**src/sac_pkg.sv**
```systemverilog
// ----------------------------------------------------------------------------
// sac_pkg
// Shared constants, types and codes of the stack calculator.
// ----------------------------------------------------------------------------
package sac_pkg;

    localparam int STACK_DEPTH = 16;
    localparam int ADDR_W      = $clog2(STACK_DEPTH);
    localparam int CNT_W       = $clog2(STACK_DEPTH + 1);
    localparam int WORD_W      = 32;
    localparam int DEPTH_W     = 5;
    localparam int STEP_W      = $clog2(WORD_W);

    typedef logic [WORD_W-1:0]  word_t;
    typedef logic [ADDR_W-1:0]  addr_t;
    typedef logic [CNT_W-1:0]   cnt_t;
    typedef logic [DEPTH_W-1:0] depth_t;
    typedef logic [STEP_W-1:0]  step_t;

    typedef enum logic [2:0] {
        OP_PUSH   = 3'd0,
        OP_ADD    = 3'd1,
        OP_SUB    = 3'd2,
        OP_MUL    = 3'd3,
        OP_DIV    = 3'd4,
        OP_REPORT = 3'd5
    } op_t;

    typedef enum logic [1:0] {
        ST_OK    = 2'd0,
        ST_UNDER = 2'd1,
        ST_OVER  = 2'd2,
        ST_DIVZ  = 2'd3
    } status_t;

    localparam step_t STEP_LAST = step_t'(WORD_W - 1);

endpackage

```
**src/sac_ram.sv**
```systemverilog
// ----------------------------------------------------------------------------
// sac_ram
// Generic RAM: one write port, two read ports, registered read data.
// ----------------------------------------------------------------------------
module sac_ram #(
    parameter int WIDTH = 32,
    parameter int DEPTH = 16
) (
    input  logic                     clk,
    input  logic                     we,
    input  logic [$clog2(DEPTH)-1:0] waddr,
    input  logic [WIDTH-1:0]         wdata,
    input  logic [$clog2(DEPTH)-1:0] raddr_a,
    output logic [WIDTH-1:0]         rdata_a,
    input  logic [$clog2(DEPTH)-1:0] raddr_b,
    output logic [WIDTH-1:0]         rdata_b
);

    logic [WIDTH-1:0] mem [DEPTH];

    always_ff @(posedge clk)
    begin
        if (we)
        begin
            mem[waddr] <= wdata;
        end
        rdata_a <= mem[raddr_a];
        rdata_b <= mem[raddr_b];
    end

endmodule

```
**src/stack_arithmetic_calculator.sv**
```systemverilog
// ----------------------------------------------------------------------------
// stack_arithmetic_calculator
// RPN calculator on a bounded stack of 32-bit signed values held in a RAM.
//
//   channel  handshake              payload
//   in       in_valid / in_stall    opcode, operand
//   out      out_valid / out_stall  top_value, status, depth
//
// One beat in gives one beat out. One item is worked at a time.
// Push, add, subtract, multiply and report: the input beat passes S_EXEC, then
// S_FIN loads the out beat. Divide: S_EXEC, then 32 steps of the radix-2
// restoring divider in S_DIV, sign fix in S_DFIX and output load in S_FIN.
// The next input beat is taken the cycle after the result is loaded.
// A result held by out_stall parks the block before the stack write-back.
// Reset clears the stack count; the RAM needs no clearing.
// ----------------------------------------------------------------------------
module stack_arithmetic_calculator (
    input  logic               clk,
    input  logic               rst_n,
    input  logic               in_valid,
    output logic               in_stall,
    input  logic [2:0]         opcode,
    input  logic signed [31:0] operand,
    output logic               out_valid,
    input  logic               out_stall,
    output logic signed [31:0] top_value,
    output logic [1:0]         status,
    output logic [4:0]         depth
);

    typedef enum logic [2:0] {
        S_IDLE,
        S_EXEC,
        S_DIV,
        S_DFIX,
        S_FIN
    } state_t;

    state_t                  state_reg;
    sac_pkg::op_t            op_reg;
    sac_pkg::word_t          opnd_reg;
    sac_pkg::cnt_t           cnt_reg;
    sac_pkg::cnt_t           pend_cnt_reg;
    sac_pkg::word_t          res_reg;
    sac_pkg::status_t        st_reg;
    logic                    wr_pend_reg;
    sac_pkg::addr_t          wr_addr_reg;
    sac_pkg::word_t          quo_reg;
    sac_pkg::word_t          rem_reg;
    sac_pkg::word_t          den_reg;
    logic                    neg_reg;
    sac_pkg::step_t          step_reg;
    logic                    out_valid_reg;
    sac_pkg::word_t          top_value_reg;
    sac_pkg::status_t        status_reg;
    sac_pkg::depth_t         depth_reg;

    sac_pkg::cnt_t           cnt_m1;
    sac_pkg::cnt_t           cnt_m2;
    sac_pkg::addr_t          raddr_a;
    sac_pkg::addr_t          raddr_b;
    sac_pkg::word_t          t_word;
    sac_pkg::word_t          b_word;
    sac_pkg::word_t          t_mag;
    sac_pkg::word_t          b_mag;
    sac_pkg::word_t          prod;
    sac_pkg::word_t          rem_sh;
    logic [sac_pkg::WORD_W:0] diff;
    logic                    out_free;
    logic                    ram_we;

    assign cnt_m1  = cnt_reg - sac_pkg::cnt_t'(1);
    assign cnt_m2  = cnt_reg - sac_pkg::cnt_t'(2);
    assign raddr_a = cnt_m1[sac_pkg::ADDR_W-1:0];
    assign raddr_b = cnt_m2[sac_pkg::ADDR_W-1:0];

    assign t_mag = t_word[sac_pkg::WORD_W-1] ? (sac_pkg::word_t'(0) - t_word) : t_word;
    assign b_mag = b_word[sac_pkg::WORD_W-1] ? (sac_pkg::word_t'(0) - b_word) : b_word;
    assign prod  = b_word * t_word;

    // restoring divide step
    assign rem_sh = {rem_reg[sac_pkg::WORD_W-2:0], quo_reg[sac_pkg::WORD_W-1]};
    assign diff   = {1'b0, rem_sh} - {1'b0, den_reg};

    assign out_free = !out_valid_reg || !out_stall;
    assign ram_we   = (state_reg == S_FIN) && out_free && wr_pend_reg;

    sac_ram #(
        .WIDTH (sac_pkg::WORD_W),
        .DEPTH (sac_pkg::STACK_DEPTH)
    ) u_ram (
        .clk     (clk),
        .we      (ram_we),
        .waddr   (wr_addr_reg),
        .wdata   (res_reg),
        .raddr_a (raddr_a),
        .rdata_a (t_word),
        .raddr_b (raddr_b),
        .rdata_b (b_word)
    );

    always_ff @(posedge clk or negedge rst_n)
    begin
        if (!rst_n)
        begin
            state_reg     <= S_IDLE;
            cnt_reg       <= '0;
            out_valid_reg <= 1'b0;
        end
        else
        begin
            if (out_valid_reg && !out_stall)
            begin
                out_valid_reg <= 1'b0;
            end
            case (state_reg)
                S_IDLE:
                begin
                    if (in_valid)
                    begin
                        op_reg    <= sac_pkg::op_t'(opcode);
                        opnd_reg  <= operand;
                        state_reg <= S_EXEC;
                    end
                end
                S_EXEC:
                begin
                    res_reg      <= '0;
                    st_reg       <= sac_pkg::ST_OK;
                    wr_pend_reg  <= 1'b0;
                    wr_addr_reg  <= raddr_b;
                    pend_cnt_reg <= cnt_reg;
                    state_reg    <= S_FIN;
                    case (op_reg)
                        sac_pkg::OP_PUSH:
                        begin
                            if (cnt_reg >= sac_pkg::cnt_t'(sac_pkg::STACK_DEPTH))
                            begin
                                st_reg <= sac_pkg::ST_OVER;
                            end
                            else
                            begin
                                res_reg      <= opnd_reg;
                                wr_pend_reg  <= 1'b1;
                                wr_addr_reg  <= cnt_reg[sac_pkg::ADDR_W-1:0];
                                pend_cnt_reg <= cnt_reg + sac_pkg::cnt_t'(1);
                            end
                        end
                        sac_pkg::OP_ADD, sac_pkg::OP_SUB, sac_pkg::OP_MUL, sac_pkg::OP_DIV:
                        begin
                            if (cnt_reg < sac_pkg::cnt_t'(2))
                            begin
                                st_reg <= sac_pkg::ST_UNDER;
                            end
                            else if (op_reg == sac_pkg::OP_DIV && t_word == '0)
                            begin
                                st_reg <= sac_pkg::ST_DIVZ;
                            end
                            else
                            begin
                                wr_pend_reg  <= 1'b1;
                                pend_cnt_reg <= cnt_m1;
                                case (op_reg)
                                    sac_pkg::OP_ADD: res_reg <= b_word + t_word;
                                    sac_pkg::OP_SUB: res_reg <= b_word - t_word;
                                    sac_pkg::OP_MUL: res_reg <= prod;
                                    default:
                                    begin
                                        quo_reg   <= b_mag;
                                        rem_reg   <= '0;
                                        den_reg   <= t_mag;
                                        neg_reg   <= b_word[sac_pkg::WORD_W-1] ^
                                                     t_word[sac_pkg::WORD_W-1];
                                        step_reg  <= '0;
                                        state_reg <= S_DIV;
                                    end
                                endcase
                            end
                        end
                        sac_pkg::OP_REPORT:
                        begin
                            if (cnt_reg == '0)
                            begin
                                st_reg <= sac_pkg::ST_UNDER;
                            end
                            else
                            begin
                                res_reg      <= t_word;
                                pend_cnt_reg <= cnt_m1;
                            end
                        end
                        default:
                        begin
                        end
                    endcase
                end
                S_DIV:
                begin
                    if (diff[sac_pkg::WORD_W])
                    begin
                        rem_reg <= rem_sh;
                        quo_reg <= {quo_reg[sac_pkg::WORD_W-2:0], 1'b0};
                    end
                    else
                    begin
                        rem_reg <= diff[sac_pkg::WORD_W-1:0];
                        quo_reg <= {quo_reg[sac_pkg::WORD_W-2:0], 1'b1};
                    end
                    step_reg <= step_reg + sac_pkg::step_t'(1);
                    if (step_reg == sac_pkg::STEP_LAST)
                    begin
                        state_reg <= S_DFIX;
                    end
                end
                S_DFIX:
                begin
                    res_reg   <= neg_reg ? (sac_pkg::word_t'(0) - quo_reg) : quo_reg;
                    state_reg <= S_FIN;
                end
                S_FIN:
                begin
                    if (out_free)
                    begin
                        out_valid_reg <= 1'b1;
                        top_value_reg <= res_reg;
                        status_reg    <= st_reg;
                        depth_reg     <= sac_pkg::depth_t'(pend_cnt_reg);
                        cnt_reg       <= pend_cnt_reg;
                        state_reg     <= S_IDLE;
                    end
                end
                default:
                begin
                    state_reg <= S_IDLE;
                end
            endcase
        end
    end

    assign in_stall  = (state_reg != S_IDLE);
    assign out_valid = out_valid_reg;
    assign top_value = top_value_reg;
    assign status    = status_reg;
    assign depth     = depth_reg;

endmodule

```
**config.mk**
```make
export PLATFORM = sky130hd
export DESIGN_NAME = stack_arithmetic_calculator
export DESIGN_NICKNAME = d
export VERILOG_FILES = /design/src/sac_pkg.sv /design/src/sac_ram.sv /design/src/stack_arithmetic_calculator.sv
export SDC_FILE = /design/constraint.sdc
export NUM_CORES = 2
export LEC_CHECK = 0
export BUFFER_PORTS_ARGS = -buffer_cell sky130_fd_sc_hd__buf_2
export CAP_MARGIN = 25
export CORE_MARGIN = 5
export CORE_UTILIZATION = 50
export DETAILED_ROUTE_END_ITERATION = 6
export PLACE_DENSITY = 0.73
export SETUP_SLACK_MARGIN = 0.2
export SLEW_MARGIN = 30
export SYNTH_ARGS = -nofsm -noshare
export SYNTH_HDL_FRONTEND = slang
export SYNTH_SLANG_ARGS = --single-unit
```
**constraint.sdc**
```tcl
create_clock -name clk -period 18.6 [get_ports clk]
set_clock_uncertainty 0.1 [all_clocks]
set_input_delay 0.93 -clock clk [delete_from_list [all_inputs] [get_ports clk]]
set_output_delay 0.93 -clock clk [all_outputs]
set_load 0.01 [all_outputs]
```
==> results.json <==
{
  "status": "finished with violations",
  "violations": "design-rule violations",
  "r2r-start": "u_ram.rdata_b[16]",
  "antenna_left": 0,
  "netlist_top_cells_area": "edfxtp_1 40%, fa_1 15%, mux4_2 13%",
  "slowest_stage": "dfxtp_1",
  "max_stage_delay_ns": 0.93,
  "postLayoutCellArea_um2": 60000,
  "worstPathArrival_ns": 8.80,
  "synth.net_count": 4873,
  "crit_top_cell": "fa_1",
  "placed_area_um2": 57000,
  "nNetsFinal": 4877,
  "setup_viol": 0,
  "hpwl_um": 98700,
  "grt_start_max_net_pins": 117,
  "gp_congestion": 0.949,
  "grt_pass1_vias": 36700,
  "fin_tns_setup_ns": 0,
  "critPathBufInv": 4,
  "cts.sinks": 804,
  "multi_input_area_um2": 29000,
  "num_vias": 35800,
  "clockRootBuffer": "clkbuf_16",
  "post-route-period-util_pct": 45.7,
  "rsz0062_at_grt": "no",
  "path_clk_slew_ns": 0.06,
  "yosysSeqAreaShare_pct": 42.8,
  "top_register": "u_ram.mem",
  "drive_gt1_share_pct": 16.1,
  "crit_type": "flop to flop",
  "grt_first_pass_wirelength_um": 231000,
  "yosysWarnings": 0,
  "ys_seq_elements": 804,
  "synth-async-reset-ratio_pct": 1.12,
  "drc_errors": 2,
  "core_area_um2": 109000,
  "port_buffers": 79,
  "clk_latency_ns": 0.68,
  "cap_violations": 0,
  "start_util_pct": 50.4,
  "crit_path_max_fanout": 19,
  "drt-pass1-iter-count": 7,
  "critPathLaunchType": "flop",
  "synth-edff-count": 731,
  "path_delay_family": "adder cells",
  "num_rows": 121,
  "ys_types": 74,
  "drt_iter0_drc": 4247,
  "grt_overflow": 0,
  "cts_hold_buf": 0,
  "maxSlewHeadroom_pct": 30.7,
  "synthCells": 4226,
  "tightest_slew_ns": 1.04,
  "grt_util_all_layers_pct": 26.3,
  "die_h_um": 341,
  "yosysTopAreaCellShare_pct": 40.0,
  "die_w_um": 341,
  "avgSynthCellArea_um2": 13.0,
  "regArea_um2": 23500,
  "area_delta_synth_final_pct": 9.45,
  "dieArea_um2": 116000,
  "post_cts.resized_instances": 0,
  "worst_r2r_endpoint": "res_reg[31]",
  "cts_tree": "done",
  "hp-class": "input port to asynchronous set/reset pin",
  "cts_buffer_depth": 3,
  "wirelength_um": 153000,
  "numCtsBuffers": 85,
  "syn_area_um2": 54900,
  "io_pins": 80,
  "finalCriticalPeriod_ns": 8.50,
  "r2r_slack_ns": 10.10,
  "worstPathCellList": "and2_1 > fa_1 > inv_1 > fa_1 > fa_1 > fa_1 > inv_1 > fa_1 > inv_1 > fa_1 > inv_1 > fa_1 > fa_1 > ha_1 > nand4_1 > nor2_1 > nand2_1 > a211oi_1 > o221ai_1 > o21ai_0 > a31oi_1 > xnor2_1 > a211oi_1 > o22ai_2",
  "timing.final.hold_violations": 0,
  "wire_per_inst_um": 26.7,
  "grt_antenna_before_repair": 13,
  "cp-end-kind": "flop",
  "cts_max_level": 3,
  "synth-main-ff-cell": "edfxtp_1",
  "yosysTopAreaCell": "edfxtp_1",
  "reg2reg_depth": 24,
  "via_per_inst": 6.27,
  "critPathRequiredTime_ns": 18.90,
  "postCtsSetupBuffers": 0,
  "nFillCells": 8669,
  "fmax_ghz": 0.118,
  "largest_reg_flops": 512,
  "fin_hold_ws_ns": 0.0406,
  "maxSlewViolCount": 0
}
-- how the worst max path moves through the flow --
stage	start	end	slack, ns	cells after the start
floorplan	u_ram.rdata_a[8]	res_reg[31]	11.17	28
global placement	u_ram.rdata_b[15]	res_reg[31]	10.16	24
detailed placement	u_ram.rdata_b[16]	res_reg[31]	10.19	24
CTS	u_ram.rdata_b[16]	res_reg[31]	10.17	24
global route	u_ram.rdata_b[16]	res_reg[31]	9.82	24
finish	u_ram.rdata_b[16]	res_reg[31]	10.10	24
-- cell usage after synthesis, types with 5 or more instances --
master and n:
edfxtp_1 731, inv_1 437, fa_1 410, nand2_1 379, mux4_2 320, and2_1 315
clkbuf_1 227, ha_1 198, o21ai_0 141, xnor2_1 138, nor2_1 137, xor2_1 127
a21oi_1 96, dfxtp_1 64, nor3_1 32, or3_1 32, a21o_1 31, o31ai_1 30
mux2i_1 28, nand2b_1 26, buf_1 25, o22ai_1 24, nand3_1 20, o21a_1 18
a211oi_1 17, a222oi_1 15, and3_1 13, nor2b_1 13, or2_2 11, a221o_1 10
a221oi_1 10, a22oi_1 10, o21bai_1 10, dfrtp_1 9, o211ai_1 9, o41ai_1 9
or4_1 9, a31oi_1 8, nor4_1 7, buf_2 6, nand4_1 6, o221ai_1 6
a21boi_0 5, o2111ai_1 5
-- layer usage --
metal  wire length, um  vias to the layer above  global-route usage [%]
met5                55                        -                       0
met1             58600                    18200                    36.0
met4              5830                        8                    8.95
li1                  -                    15000                       -
met3             17300                      401                    6.49
met2             70900                     2190                    41.8
-- worst reg2reg max path, stage by stage, from the launching register on --
cell and delay, ns:
dfxtp_1 0.93, and2_1 0.28, fa_1 0.39, inv_1 0.08
fa_1 0.42, fa_1 0.49, fa_1 0.56, inv_1 0.06
fa_1 0.52, inv_1 0.06, fa_1 0.53, inv_1 0.05
fa_1 0.50, fa_1 0.43, ha_1 0.42, nand4_1 0.16
nor2_1 0.12, nand2_1 0.07, a211oi_1 0.52, o221ai_1 0.30
o21ai_0 0.52, a31oi_1 0.18, xnor2_1 0.16, a211oi_1 0.27
o22ai_2 0.12
-- cells in the final DEF, fill, tap and decap left out, types with 11 or more instances in the layout --
master / synthesis / final
o21ai_0: 141 / 140
nor3_1: 32 / 27
mux4_2: 320 / 320
nor2_1: 137 / 124
mux2i_1: 28 / 28
dfxtp_1: 64 / 60
nand2_1: 379 / 379
nand2b_1: 26 / 26
o31ai_1: 30 / 30
ha_1: 198 / 196
or2_2: 11 / 11
a211oi_1: 17 / 17
nor2_4: 0 / 12
a21oi_1: 96 / 96
inv_1: 437 / 437
o22ai_1: 24 / 24
xor2_1: 127 / 124
nand3_1: 20 / 20
buf_2: 6 / 79
clkinv_2: 0 / 19
o21a_1: 18 / 18
and2_1: 315 / 312
or3_1: 32 / 32
nor2b_1: 13 / 13
and3_1: 13 / 12
a222oi_1: 15 / 15
edfxtp_1: 731 / 731
clkbuf_16: 0 / 86
buf_4: 0 / 90
xnor2_1: 138 / 138
a21o_1: 31 / 31
fa_1: 410 / 410
bufinv_16: 0 / 11
-- cell families (layout without fill, tap and decap cells) --
group	after synthesis	after routing	share of synthesized area [%]
adder cells (fa/ha/maj)	608	608	19.5
AO/OA/AOI/OAI	483	483	5.76
buffers and inverters	696	769	4.79
multiplexers	349	349	13.7
other	0	2	0
XOR/XNOR	265	265	4.23
AND/OR/NAND/NOR	1021	1021	9.30
flip-flops	804	804	42.8
-- per-stage QoR --
step / worst slack (ns) / std cells / util (%)
detailed placement: 10.19 / 5553 / 52.3
floorplan: 11.17 / 4226 / -
CTS: 10.17 / 5709 / 55.1
global placement: 10.16 / 5553 / 52.3
finish: 10.10 / 5715 / 55.2
global route: 9.82 / 5713 / 55.2
-- layout make-up --
| cell class | count | share of cell area, % |
|---|---|---|
| antenna | 2 | 0.00834 |
| clock buffer | 100 | 3.75 |
| clock inverter | 56 | 1.16 |
| inverter | 437 | 2.73 |
| multi-input combinational | 2726 | 48.3 |
| sequential | 804 | 39.1 |
| tap | 1414 | 2.95 |
| timing repair buffer | 176 | 2.02 |
Power is not shown: default switching activity piles up to over one toggle a cycle in this logic, so the estimate is an artifact.
